**src/design/lpd_pkg.sv**
```systemverilog
// Package: shared types and constants of the longest path depth unit.
package lpd_pkg;

  localparam int unsigned EDGE_W = 19;
  localparam int unsigned DEPTH_W = 16;
  localparam logic [DEPTH_W-1:0] DEPTH_MAX = 16'd65534;

  typedef enum logic [1:0] {
    CMD_NODE = 2'd0,
    CMD_EDGE = 2'd1,
    CMD_RUN  = 2'd2,
    CMD_NONE = 2'd3
  } cmd_e;

  typedef enum logic [3:0] {
    S_IDLE,
    S_CLR,
    S_EDGE_RD,
    S_EDGE_CHK,
    S_SRC_CHK,
    S_DST_UPD,
    S_PASS_END,
    S_SCAN_RD,
    S_SCAN_CHK,
    S_DONE
  } state_e;

  typedef struct packed {
    logic run_start;
    logic load_node;
    logic load_edge;
    logic clr_wr;
    logic pass_start;
    logic pass_inc;
    logic edge_rd;
    logic edge_chk;
    logic src_chk;
    logic dst_upd;
    logic scan_start;
    logic scan_rd;
    logic scan_chk;
    logic result_ld;
  } ctl_t;

  typedef struct packed {
    logic node_idx_end;
    logic edge_idx_end;
    logic edge_ok;
    logic src_attached;
    logic stop;
    logic out_free;
  } sts_t;

endpackage

```
**src/design/lpd_ctrl.sv**
```systemverilog
// Controller: state machine sequencing loads, clear, relaxation passes and scan.
module lpd_ctrl import lpd_pkg::*; (
  input  logic       clk_i,
  input  logic       rst_ni,
  input  logic       in_valid_i,
  output logic       in_stall_o,
  input  logic [1:0] command_i,
  input  sts_t       sts_i,
  output ctl_t       ctl_o
);

  state_e state_q, state_d;

  always_ff @(posedge clk_i or negedge rst_ni) begin
    if (!rst_ni) begin
      state_q <= S_IDLE;
    end else begin
      state_q <= state_d;
    end
  end

  assign in_stall_o = (state_q != S_IDLE);

  always_comb begin
    state_d = state_q;
    ctl_o   = '0;
    case (state_q)
      S_IDLE: begin
        if (in_valid_i) begin
          case (cmd_e'(command_i))
            CMD_NODE: ctl_o.load_node = 1'b1;
            CMD_EDGE: ctl_o.load_edge = 1'b1;
            CMD_RUN: begin
              ctl_o.run_start = 1'b1;
              state_d = S_CLR;
            end
            default: ;
          endcase
        end
      end
      S_CLR: begin
        if (sts_i.node_idx_end) begin
          ctl_o.pass_start = 1'b1;
          state_d = S_EDGE_RD;
        end else begin
          ctl_o.clr_wr = 1'b1;
        end
      end
      S_EDGE_RD: begin
        if (sts_i.edge_idx_end) begin
          state_d = S_PASS_END;
        end else begin
          ctl_o.edge_rd = 1'b1;
          state_d = S_EDGE_CHK;
        end
      end
      S_EDGE_CHK: begin
        ctl_o.edge_chk = 1'b1;
        state_d = sts_i.edge_ok ? S_SRC_CHK : S_EDGE_RD;
      end
      S_SRC_CHK: begin
        if (sts_i.src_attached) begin
          state_d = S_EDGE_RD;
        end else begin
          ctl_o.src_chk = 1'b1;
          state_d = S_DST_UPD;
        end
      end
      S_DST_UPD: begin
        ctl_o.dst_upd = 1'b1;
        state_d = S_EDGE_RD;
      end
      S_PASS_END: begin
        if (sts_i.stop) begin
          ctl_o.scan_start = 1'b1;
          state_d = S_SCAN_RD;
        end else begin
          ctl_o.pass_inc = 1'b1;
          state_d = S_EDGE_RD;
        end
      end
      S_SCAN_RD: begin
        if (sts_i.node_idx_end) begin
          state_d = S_DONE;
        end else begin
          ctl_o.scan_rd = 1'b1;
          state_d = S_SCAN_CHK;
        end
      end
      S_SCAN_CHK: begin
        ctl_o.scan_chk = 1'b1;
        state_d = S_SCAN_RD;
      end
      S_DONE: begin
        if (sts_i.out_free) begin
          ctl_o.result_ld = 1'b1;
          state_d = S_IDLE;
        end
      end
      default: state_d = S_IDLE;
    endcase
  end

endmodule

```
**config.mk**
```make
export PLATFORM = sky130hd
export DESIGN_NAME = lpd_ctrl
export DESIGN_NICKNAME = d
export VERILOG_FILES = /design/src/design/lpd_pkg.sv /design/src/design/lpd_ctrl.sv
export SDC_FILE = /design/constraint.sdc
export NUM_CORES = 1
export LEC_CHECK = 0
export ABC_AREA = 1
export BUFFER_PORTS_ARGS = -buffer_cell sky130_fd_sc_hd__buf_2
export CAP_MARGIN = 20
export CORE_AREA = 4 4 41 43
export CTS_BUF_LIST = sky130_fd_sc_hd__clkbuf_2 sky130_fd_sc_hd__clkbuf_4 sky130_fd_sc_hd__clkbuf_8
export DETAILED_ROUTE_END_ITERATION = 10
export DIE_AREA = 0 0 45 47
export SETUP_SLACK_MARGIN = 0.4
export SYNTH_ARGS = -nofsm -noshare
export SYNTH_HDL_FRONTEND = slang
export SYNTH_SLANG_ARGS = --single-unit
```
**constraint.sdc**
```tcl
create_clock -name clk_i -period 1.65 [get_ports clk_i]
set_clock_uncertainty 0.05 [all_clocks]
set_input_delay 0.33 -clock clk_i [delete_from_list [all_inputs] [get_ports clk_i]]
set_output_delay 0.33 -clock clk_i [all_outputs]
set_load 0.02 [all_outputs]
```
Yosys cells after proc, flatten, opt, wreduce, memory -nomap -nowiden
Index checks and enable logic that the tools add are counted.

Register bits: 4. Bits of input ports: 11. Output and inout bits: 15. Logic and storage cells: 52.

Equal/unequal tests: 15. Multiplexer cells: 32. Reductions and logical operators: 4.

Operator list (number): $pmux 4 s10 (1); $mux 1 (20); $mux 3 (6); $eq 4x3->1 const B (4); $mux 4 (4); $eq 4x2->1 const B (2); $eq 4x4->1 const B (2); $ne 2x2->1 const B (3); $eq 4x1->1 const B (1); $logic_not 4->1 (1); $reduce_and 4->1 (1); $reduce_bool 4->1 (1); $eq 2x1->1 const B (1); $eq 2x2->1 const B (1); $logic_not 2->1 (1); $mux 2 (1); $ne 2x1->1 const B (1).

Depth between registers and ports, before layout
Gate-level depths: netlist (run 1).

Depth in word-level cells: 4. Mapped depth: 8. Gate-level depth less buffers: 8.

Least setup slack after synthesis (run 1)
OpenSTA, ideal clock, no wires.

Kind: register -> output. From: register state_q[3]. To: output port ctl_o[11] (netlist name). Arrival time: 1.351 ns. Data required time: 1.270 ns. Setup slack: -0.081 ns. Cell stages (with the launch flop): 4. Buffers on the path: 0. Path through: dfrtp_1 -> nor2_2 -> nand2_2 -> nor3b_1.

RTL lines: start: declaration (RTL line lpd_ctrl.sv:12) `state_e state_q, state_d;`; start signal: assignment (RTL line lpd_ctrl.sv:18) `state_q <= state_d;`; end: declaration (RTL line lpd_ctrl.sv:9) `output ctl_t ctl_o`.

==> flow_summary.ini, run 1 <==
[clock_tree]
clock_latency_ns = 0.25
cts-root-buf = clkbuf_4
htree_levels = 1
clock_path_buffers = 2
cts_buffers = 3
clk_pin_slew_ns = 0.04
clock-sinks = 4
cts_tree = yes

[placement]
io_buffers = 25
dp_slack_ns = 0.133
gp_congestion = 0.782
place_inst = 115
place_hpwl_um = 1120
dpl_cell_area_um2 = 651

[sta]
hold_ws_ns = 0.313
setup_tns_ns = -0.0619
fin_ws_ns = -0.0245
fin_crit_sh_pct = 101
tightestPinTransition_ns = 0.210
period_needed_ns = 1.67
setup_viol = 5
slew_violations = 0
clock.fmax_ghz = 0.597
rsz0062_at_grt = true
slew_headroom_pct = 85.9
finalHoldViolCount = 0

[die]
die_y_um = 47
core_mm2 = 0.00130
ioPinCount = 26
std_cell_rows = 13
start_util_pct = 31.8
die_w_um = 45
die-area_mm2 = 0.00212

[route]
totalWireLength_um = 1430
dr.pass1.iters = 4
ant_nets = 0
vias = 588
drt_iter0_drc = 7
avgRoutedWirePerCell_um = 11.1
drc = 0
viasPerCell = 4.59

[logic_synthesis]
synth_area_leader_cell = dfrtp_1
synth.distinct_cells = 12
synth_area_leaders = dfrtp_1 24%, inv_1 15%, nand2_1 15%
postSynthCellCount = 75
synthArstFlopShare_pct = 100
synth.avg_cell_area_um2 = 5.52
synth_most_common_cell = inv_1
ys_seq_area_share_pct = 24.2
synth_ff_type = dfrtp_1
yosysWarnings = 0
synth_edf_count = 0
netlist_top_cells_count = 17 x inv_1, 16 x nand2_1, 11 x nor2_1, 7 x nor3_1, 6 x nor2_2
ys_seq_elements = 4
synth_top_area_share_pct = 24.2
syn_area_um2 = 414
syn-num-nets = 86

[finish]
largest-register = state_q
fill_cells = 119
final_cells = 128
drive_above_1_share_pct = 60.2
largest_reg_flops = 4
diodes = 0
fin_util_pct = 66.1
final_area_um2 = 860
syn2layout_area_growth_pct = 108
layout.nets = 125
biggestRegsByFlops = state_q x4

[global_route]
grt_pass1_vias = 615
grt_pass1_wl_um = 2390
grt-ovfl-total = 0
track_usage_pct = 16.1
grt_max_degree = 6
antenna_found_initial = 0

[worst_setup_path]
slowest_stage = dfrtp_2
start_kind = register
path_max_fanout = 4
crit_family = flip-flops
critPathKind = register to primary output
crit_arrival_ns = 1.29
critPathBufInv = 3
critical_path_required_ns = 1.27
crit_top_cell = buf_4
end_kind = primary output
crit_chain = nor2_4, buf_4, nand3_1, inv_1, buf_4
critPathMaxStageDelay_ns = 0.45

[status]
violations = setup timing
outcome = finished with violations

[pwr]
leakagePower_nw = 0.477
p_per_area_mw_per_mm2 = 1440
peakVddDrop_mv = 1.12
report.power.total_mw = 1.24

[hold_path]
hp-class = input pin to register

[flow_run]
maxCapViolations = 0
## kinds of logic after synthesis
family | count (synthesis) | share of synthesized area (%)
buffers and inverters | 19 | 17.2
flip-flops | 4 | 24.2
AND/OR/NAND/NOR | 50 | 56.2
AO/OA/AOI/OAI | 2 | 2.42
## metal layers
layer  wire length [um]  part of all wire, %  GRT usage, %  vias to the layer above
met4                 28                  2.0          12.9                        0
met5                  0                    0             0                        -
met3                 93                  6.5          2.68                        3
met1                507                   36          15.4                      257
met2                797                   56          30.2                       27
li1                   -                    -             -                      301
## worst register-to-register path, stage by stage (launching register included)
cell and delay [ns]:
dfrtp_2 0.45, buf_4 0.16, nand2_4 0.10, nor2_4 0.05, nand2_2 0.07, buf_6 0.10, nand2_4 0.05, nor2_4 0.08
inv_1 0.04, nor2_1 0.10
## timing repair
action | CTS | global route
pin swaps | 8 | 7
hold buffers | 1 | 0
cloned | 0 | 0
hold endpoints to repair | 4 | 0
setup buffers | 8 | 0
gates resized for setup | 30 | 5
endpoints found under the setup margin | 17 | 18
## layout make-up
class | count | area, um2 | area share, %
multi-input combinational | 52 | 382 | 44.4
timing repair buffer | 34 | 254 | 29.5
sequential | 4 | 104 | 12.1
inverter | 19 | 71.3 | 8.30
clock buffer | 4 | 30.0 | 3.49
tap | 15 | 18.8 | 2.18
## where the power goes
group	total (mW)	internal, mW	leakage, nW	switching [mW]
registers	0.199	0.140	0.0479	0.0597
clock network	0.163	0.108	0.0184	0.0553
logic	0.876	0.362	0.411	0.514
## cells in the final DEF (no fill, tap or decap), drive strengths merged
cell type / n
buf: 33
inv: 19
nand2: 19
nor2: 17
nor3: 7
nand3: 4
clkbuf: 4
dfrtp: 4
o21ai: 2
nand4: 2
nor3b: 1
dlygate4sd3: 1
## path summary, 6_finish.rpt
check / from / to / slack, ns / cells past startpoint
setup / recovery: state_q[3] / ctl_o[7] / -0.02 / 5
max in group asynchronous: rst_ni / state_q[1] / 1.05 / 2
hold / removal: sts_i[3] / state_q[2] / 0.31 / 3
min in group asynchronous: rst_ni / state_q[2] / 0.37 / 2
hold reg to reg: state_q[1] / state_q[3] / 0.65 / 3
setup reg to reg: state_q[0] / state_q[1] / 0.33 / 9
No activity file was read; power rests on OpenSTA's default activity.
==> inputs of run 2 (changes only) <==
--- a/config.mk
+++ b/config.mk
@@ -8,11 +8,15 @@
 export ABC_AREA = 1
 export BUFFER_PORTS_ARGS = -buffer_cell sky130_fd_sc_hd__buf_2
 export CAP_MARGIN = 20
-export CORE_AREA = 4 4 41 43
+export CELL_PAD_IN_SITES_DETAIL_PLACEMENT = 0
+export CELL_PAD_IN_SITES_GLOBAL_PLACEMENT = 2
+export CORE_MARGIN = 4
+export CORE_UTILIZATION = 19
 export CTS_BUF_LIST = sky130_fd_sc_hd__clkbuf_2 sky130_fd_sc_hd__clkbuf_4 sky130_fd_sc_hd__clkbuf_8
 export DETAILED_ROUTE_END_ITERATION = 10
-export DIE_AREA = 0 0 45 47
+export PLACE_DENSITY_LB_ADDON = 0.1
 export SETUP_SLACK_MARGIN = 0.4
+export SLEW_MARGIN = 20
 export SYNTH_ARGS = -nofsm -noshare
 export SYNTH_HDL_FRONTEND = slang
 export SYNTH_SLANG_ARGS = --single-unit
==> flow_summary.ini, run 2 (synthesis results as in run 1) <==
[route]
drt_iter0_drc = 4
avgRoutedWirePerCell_um = 10.1
dr.pass1.iters = 4
totalWireLength_um = 1510
wl_met2_um = 847
viasPerCell = 4.11
vias = 616
top_layer_used = met4
wl_met1_um = 534
drc = 0
ant_nets = 0
met3WireLength_um = 107

[clock_tree]
htree_levels = 1
cts-root-buf = clkbuf_4
clock_path_buffers = 2
clock-sinks = 4
clk_pin_slew_ns = 0.04
clock_latency_ns = 0.24
cts_tree = yes
cts_buffers = 3

[finish]
layout.nets = 135
diodes = 0
drive_above_1_share_pct = 68.3
largest_reg_flops = 4
biggestRegsByFlops = state_q x4
fin_util_pct = 49.5
fill_cells = 199
largest-register = state_q
final_area_mm2 = 0.00100
syn2layout_area_growth_pct = 142
final_cell_mix = 16 x buf_4, 16 x buf_6, 12 x inv_1, 12 x nand2_1, 11 x buf_2

[worst_setup_path]
r2r-start = state_q[0]
critical_path_required_ns = 1.27
path_max_fanout = 4
crit_start = state_q[0]
critPathKind = register to primary output
rr_endpoint = state_q[1]
rr_worst_depth = 9
crit_arrival_ns = 1.29
end_kind = primary output
start_kind = register
crit_end = ctl_o[5]
regToRegSetupSlack_ns = 0.15

[die]
die_w_um = 54.7
start_util_pct = 20.5
die-area_mm2 = 0.00299
core_mm2 = 0.00202
die_y_um = 54.7
std_cell_rows = 16
ioPinCount = 26

[pwr]
p_comb_share_pct = 75.9
report.power.total_mw = 1.46
p_per_area_mw_per_mm2 = 1460
leakagePower_nw = 0.533
p_switching_mw = 0.676
peakVddDrop_mv = 0.637
seq_power_share_pct = 13.9
swShare_pct = 46.3
p_int_mw = 0.784
p_clk_share_pct = 10.3

[hold_path]
hp-class = input pin to register
whs_path_depth = 3

[global_route]
grt-ovfl-total = 0
track_usage_pct = 11.6
grt_pass1_vias = 613
grt_max_degree = 7
antenna_found_initial = 0
grt_pass1_wl_um = 2480

[sta]
setup_viol = 3
finalHoldViolCount = 0
period_needed_ns = 1.67
hold_ws_ns = 0.302
fin_crit_sh_pct = 101
fin_ws_ns = -0.0180
clock.fmax_ghz = 0.600
rsz0062_at_grt = true
setup_tns_ns = -0.0380
tightestPinTransition_ns = 0.279
slew_violations = 0
slew_headroom_pct = 81.2

[placement]
gp_congestion = 0.723
place_hpwl_um = 1080
io_buffers = 25
dpl_cell_area_um2 = 666

[status]
violations = setup timing
outcome = finished with violations

[flow_run]
maxCapViolations = 0
## run 2: changes by cell type in the layout (fill, tap and decap cells not counted), sizes merged
cell / previous run / this run
buf: 33 / 43
## run 2: through the flow
step,worst slack (ns),std cells
4_1_cts,-0.0512,144
2_1_floorplan,0.214,75
5_1_grt,-0.0879,150
6_report,-0.0180,150
3_5_place_dp,0.128,127
3_3_place_gp,0.150,127
## run 2: timing repair
action | 4_1_cts | 5_1_grt
setup endpoints to repair | 17 | 18
gates resized for setup | 35 | 17
pin swaps | 7 | 8
hold buffers | 1 | 0
hold endpoints to repair | 4 | 0
setup buffers | 12 | 6
## run 2: worst min path at each step
stage,start,to,slack [ns]
floorplan,rst_ni,state_q[0],-0.02
global placement,rst_ni,state_q[0],0.09
detailed placement,rst_ni,state_q[0],0.09
CTS,sts_i[3],state_q[2],0.30
global route,sts_i[3],state_q[2],0.34
finish,sts_i[3],state_q[2],0.30
## run 2: routing by layer
layer / up-vias / GRT usage [%]
li1: 322 / -
met1: 274 / 11.7
met2: 18 / 23.0
met3: 2 / 0.817
met4: 0 / 6.22
met5: - / 0
## run 2: worst max-delay path, stage by stage (launching register included)
cell	delay, ns
dfrtp_2	0.44
nor2_4	0.16
buf_4	0.14
nand2_2	0.07
nor2_4	0.12
buf_6	0.13
## run 2: cell type report
type / count / area, um2 / share of cell area (%)
tap: 27 / 33.8 / 3.38
multi-input combinational: 52 / 393 / 39.3
timing repair buffer: 44 / 365 / 36.5
sequential: 4 / 105 / 10.5
clock buffer: 4 / 30.0 / 3.00
inverter: 19 / 73.8 / 7.38
## run 2: power groups by stage
stage / Clock (mW) / Sequential, mW / Combinational (mW)
after floorplan: 0 / 0.176 / 0.486
after CTS: 0.157 / 0.191 / 0.903
after global placement: 0 / 0.181 / 0.650
after global routing: 0.161 / 0.207 / 1.21
after detailed placement: 0 / 0.182 / 0.639
final: 0.150 / 0.202 / 1.11
==> inputs of run 3 (changes only) <==
--- a/config.mk
+++ b/config.mk
@@ -10,7 +10,7 @@
 export CAP_MARGIN = 20
 export CELL_PAD_IN_SITES_DETAIL_PLACEMENT = 0
 export CELL_PAD_IN_SITES_GLOBAL_PLACEMENT = 2
-export CORE_MARGIN = 4
+export CORE_MARGIN = 5
 export CORE_UTILIZATION = 19
 export CTS_BUF_LIST = sky130_fd_sc_hd__clkbuf_2 sky130_fd_sc_hd__clkbuf_4 sky130_fd_sc_hd__clkbuf_8
 export DETAILED_ROUTE_END_ITERATION = 10
==> flow_summary.ini, run 3 (synthesis results as in run 1) <==
[status]
outcome = finished with violations
violations = setup timing

[worst_setup_path]
path_max_fanout = 5
end_kind = primary output
regToRegSetupSlack_ns = 0.23
critPathKind = register to primary output
rr_worst_depth = 9
rr_endpoint = state_q[0]
r2r-start = state_q[3]
start_kind = register
critical_path_required_ns = 1.27
crit_arrival_ns = 1.30

[hold_path]
whs_path_depth = 3
hold_path_end = state_q[2]
worstHoldStart = sts_i[3]
hp-class = input pin to register

[global_route]
grt-ovfl-total = 0
antenna_found_initial = 0
track_usage_pct = 10.2
grt_pass1_wl_um = 2570
grt_pass1_vias = 639
grt_max_degree = 6

[pwr]
report.power.total_mw = 1.39
leakagePower_nw = 0.519
peakVddDrop_mv = 0.664
p_per_area_mw_per_mm2 = 1420

[die]
die_w_um = 56.7
die_y_um = 56.7
core_mm2 = 0.00215
ioPinCount = 26
start_util_pct = 19.3
die-area_mm2 = 0.00321
std_cell_rows = 17

[sta]
clock.fmax_ghz = 0.596
period_needed_ns = 1.68
rsz0062_at_grt = true
fin_ws_ns = -0.0274
slew_violations = 0
setup_viol = 5
slew_headroom_pct = 85.0
setup_tns_ns = -0.0555
finalHoldViolCount = 0
tightestPinTransition_ns = 0.223
fin_crit_sh_pct = 102

[route]
viasPerCell = 4.09
drt_iter0_drc = 2
avgRoutedWirePerCell_um = 10.3
dr.pass1.iters = 3
totalWireLength_um = 1510
ant_nets = 0
drc = 0
vias = 597

[clock_tree]
clock_latency_ns = 0.24
htree_levels = 1
clock_path_buffers = 2
cts_buffers = 3
clk_pin_slew_ns = 0.04
clock-sinks = 4
cts_tree = yes
cts-root-buf = clkbuf_4

[finish]
largest_reg_flops = 4
diodes = 0
layout.nets = 130
final_common_cell = buf_6
final_cell_mix = 15 x buf_6, 13 x buf_4, 12 x inv_1
syn2layout_area_growth_pct = 136
drive_above_1_share_pct = 68.6
largest-register = state_q
fin_util_pct = 45.5
biggestRegsByFlops = state_q x4
final_area_um2 = 978

[placement]
dpl_cell_area_um2 = 667
gp_congestion = 0.719
place_hpwl_um = 1140
io_buffers = 25

[flow_run]
maxCapViolations = 0
==> run 3: worst max path at each step <==
| stage | endpoint | startpoint | depth (start not counted) | slack (ns) |
|---|---|---|---|---|
| global route | ctl_o[11] | state_q[1] | 4 | -0.1 |
| finish | ctl_o[11] | state_q[3] | 4 | -0.03 |
| floorplan | ctl_o[11] | state_q[1] | 3 | 0.21 |
| detailed placement | ctl_o[11] | state_q[0] | 4 | 0.13 |
| global placement | ctl_o[11] | state_q[0] | 4 | 0.14 |
| CTS | ctl_o[11] | state_q[3] | 4 | -0.05 |
==> run 3: worst max-delay path, stage by stage, from the launching register on <==
cell and delay (ns):
dfrtp_2 0.45, nor2_4 0.16, nand2_4 0.11, nor3b_4 0.19, buf_6 0.14
==> run 3: layout make-up <==
class | count | area, um2
clock buffer | 4 | 30.0
fill | 223 | 1170
inverter | 19 | 73.8
multi-input combinational | 52 | 409
sequential | 4 | 104
tap | 28 | 35.0
timing repair buffer | 39 | 327
==> run 3: what timing repair did <==
| action | CTS | global route |
|---|---|---|
| hold buffers | 1 | 0 |
| resized for setup | 36 | 19 |
| endpoints found under the setup margin | 17 | 18 |
| cloned | 0 | 0 |
| setup buffers | 8 | 5 |
| hold endpoints to repair | 4 | 0 |
| pin swaps | 9 | 8 |
==> run 3: power by group <==
group          internal [mW]  switching, mW  leakage (nW)
logic                  0.462          0.581         0.453
registers              0.140         0.0534        0.0479
clock network          0.107         0.0444        0.0184
total                  0.709          0.679         0.519
==> run 3: per-layer routing <==
metal / routed length [um] / up-vias / global-route usage, %
met5: 0 / - / 0
met2: 857 / 16 / 17.8
met3: 79 / 2 / 2.07
met1: 551 / 267 / 10.8
met4: 19 / 0 / 7.12
li1: - / 312 / -
==> run 3: per-stage QoR <==
stage | hold WS (ns) | std cells | setup slack (ns)
after floorplan | -0.0156 | 75 | 0.214
after global placement | 0.0859 | 128 | 0.138
after detailed placement | 0.0871 | 128 | 0.134
after CTS | 0.293 | 141 | -0.0473
after global routing | 0.300 | 146 | -0.0977
final | 0.311 | 146 | -0.0274
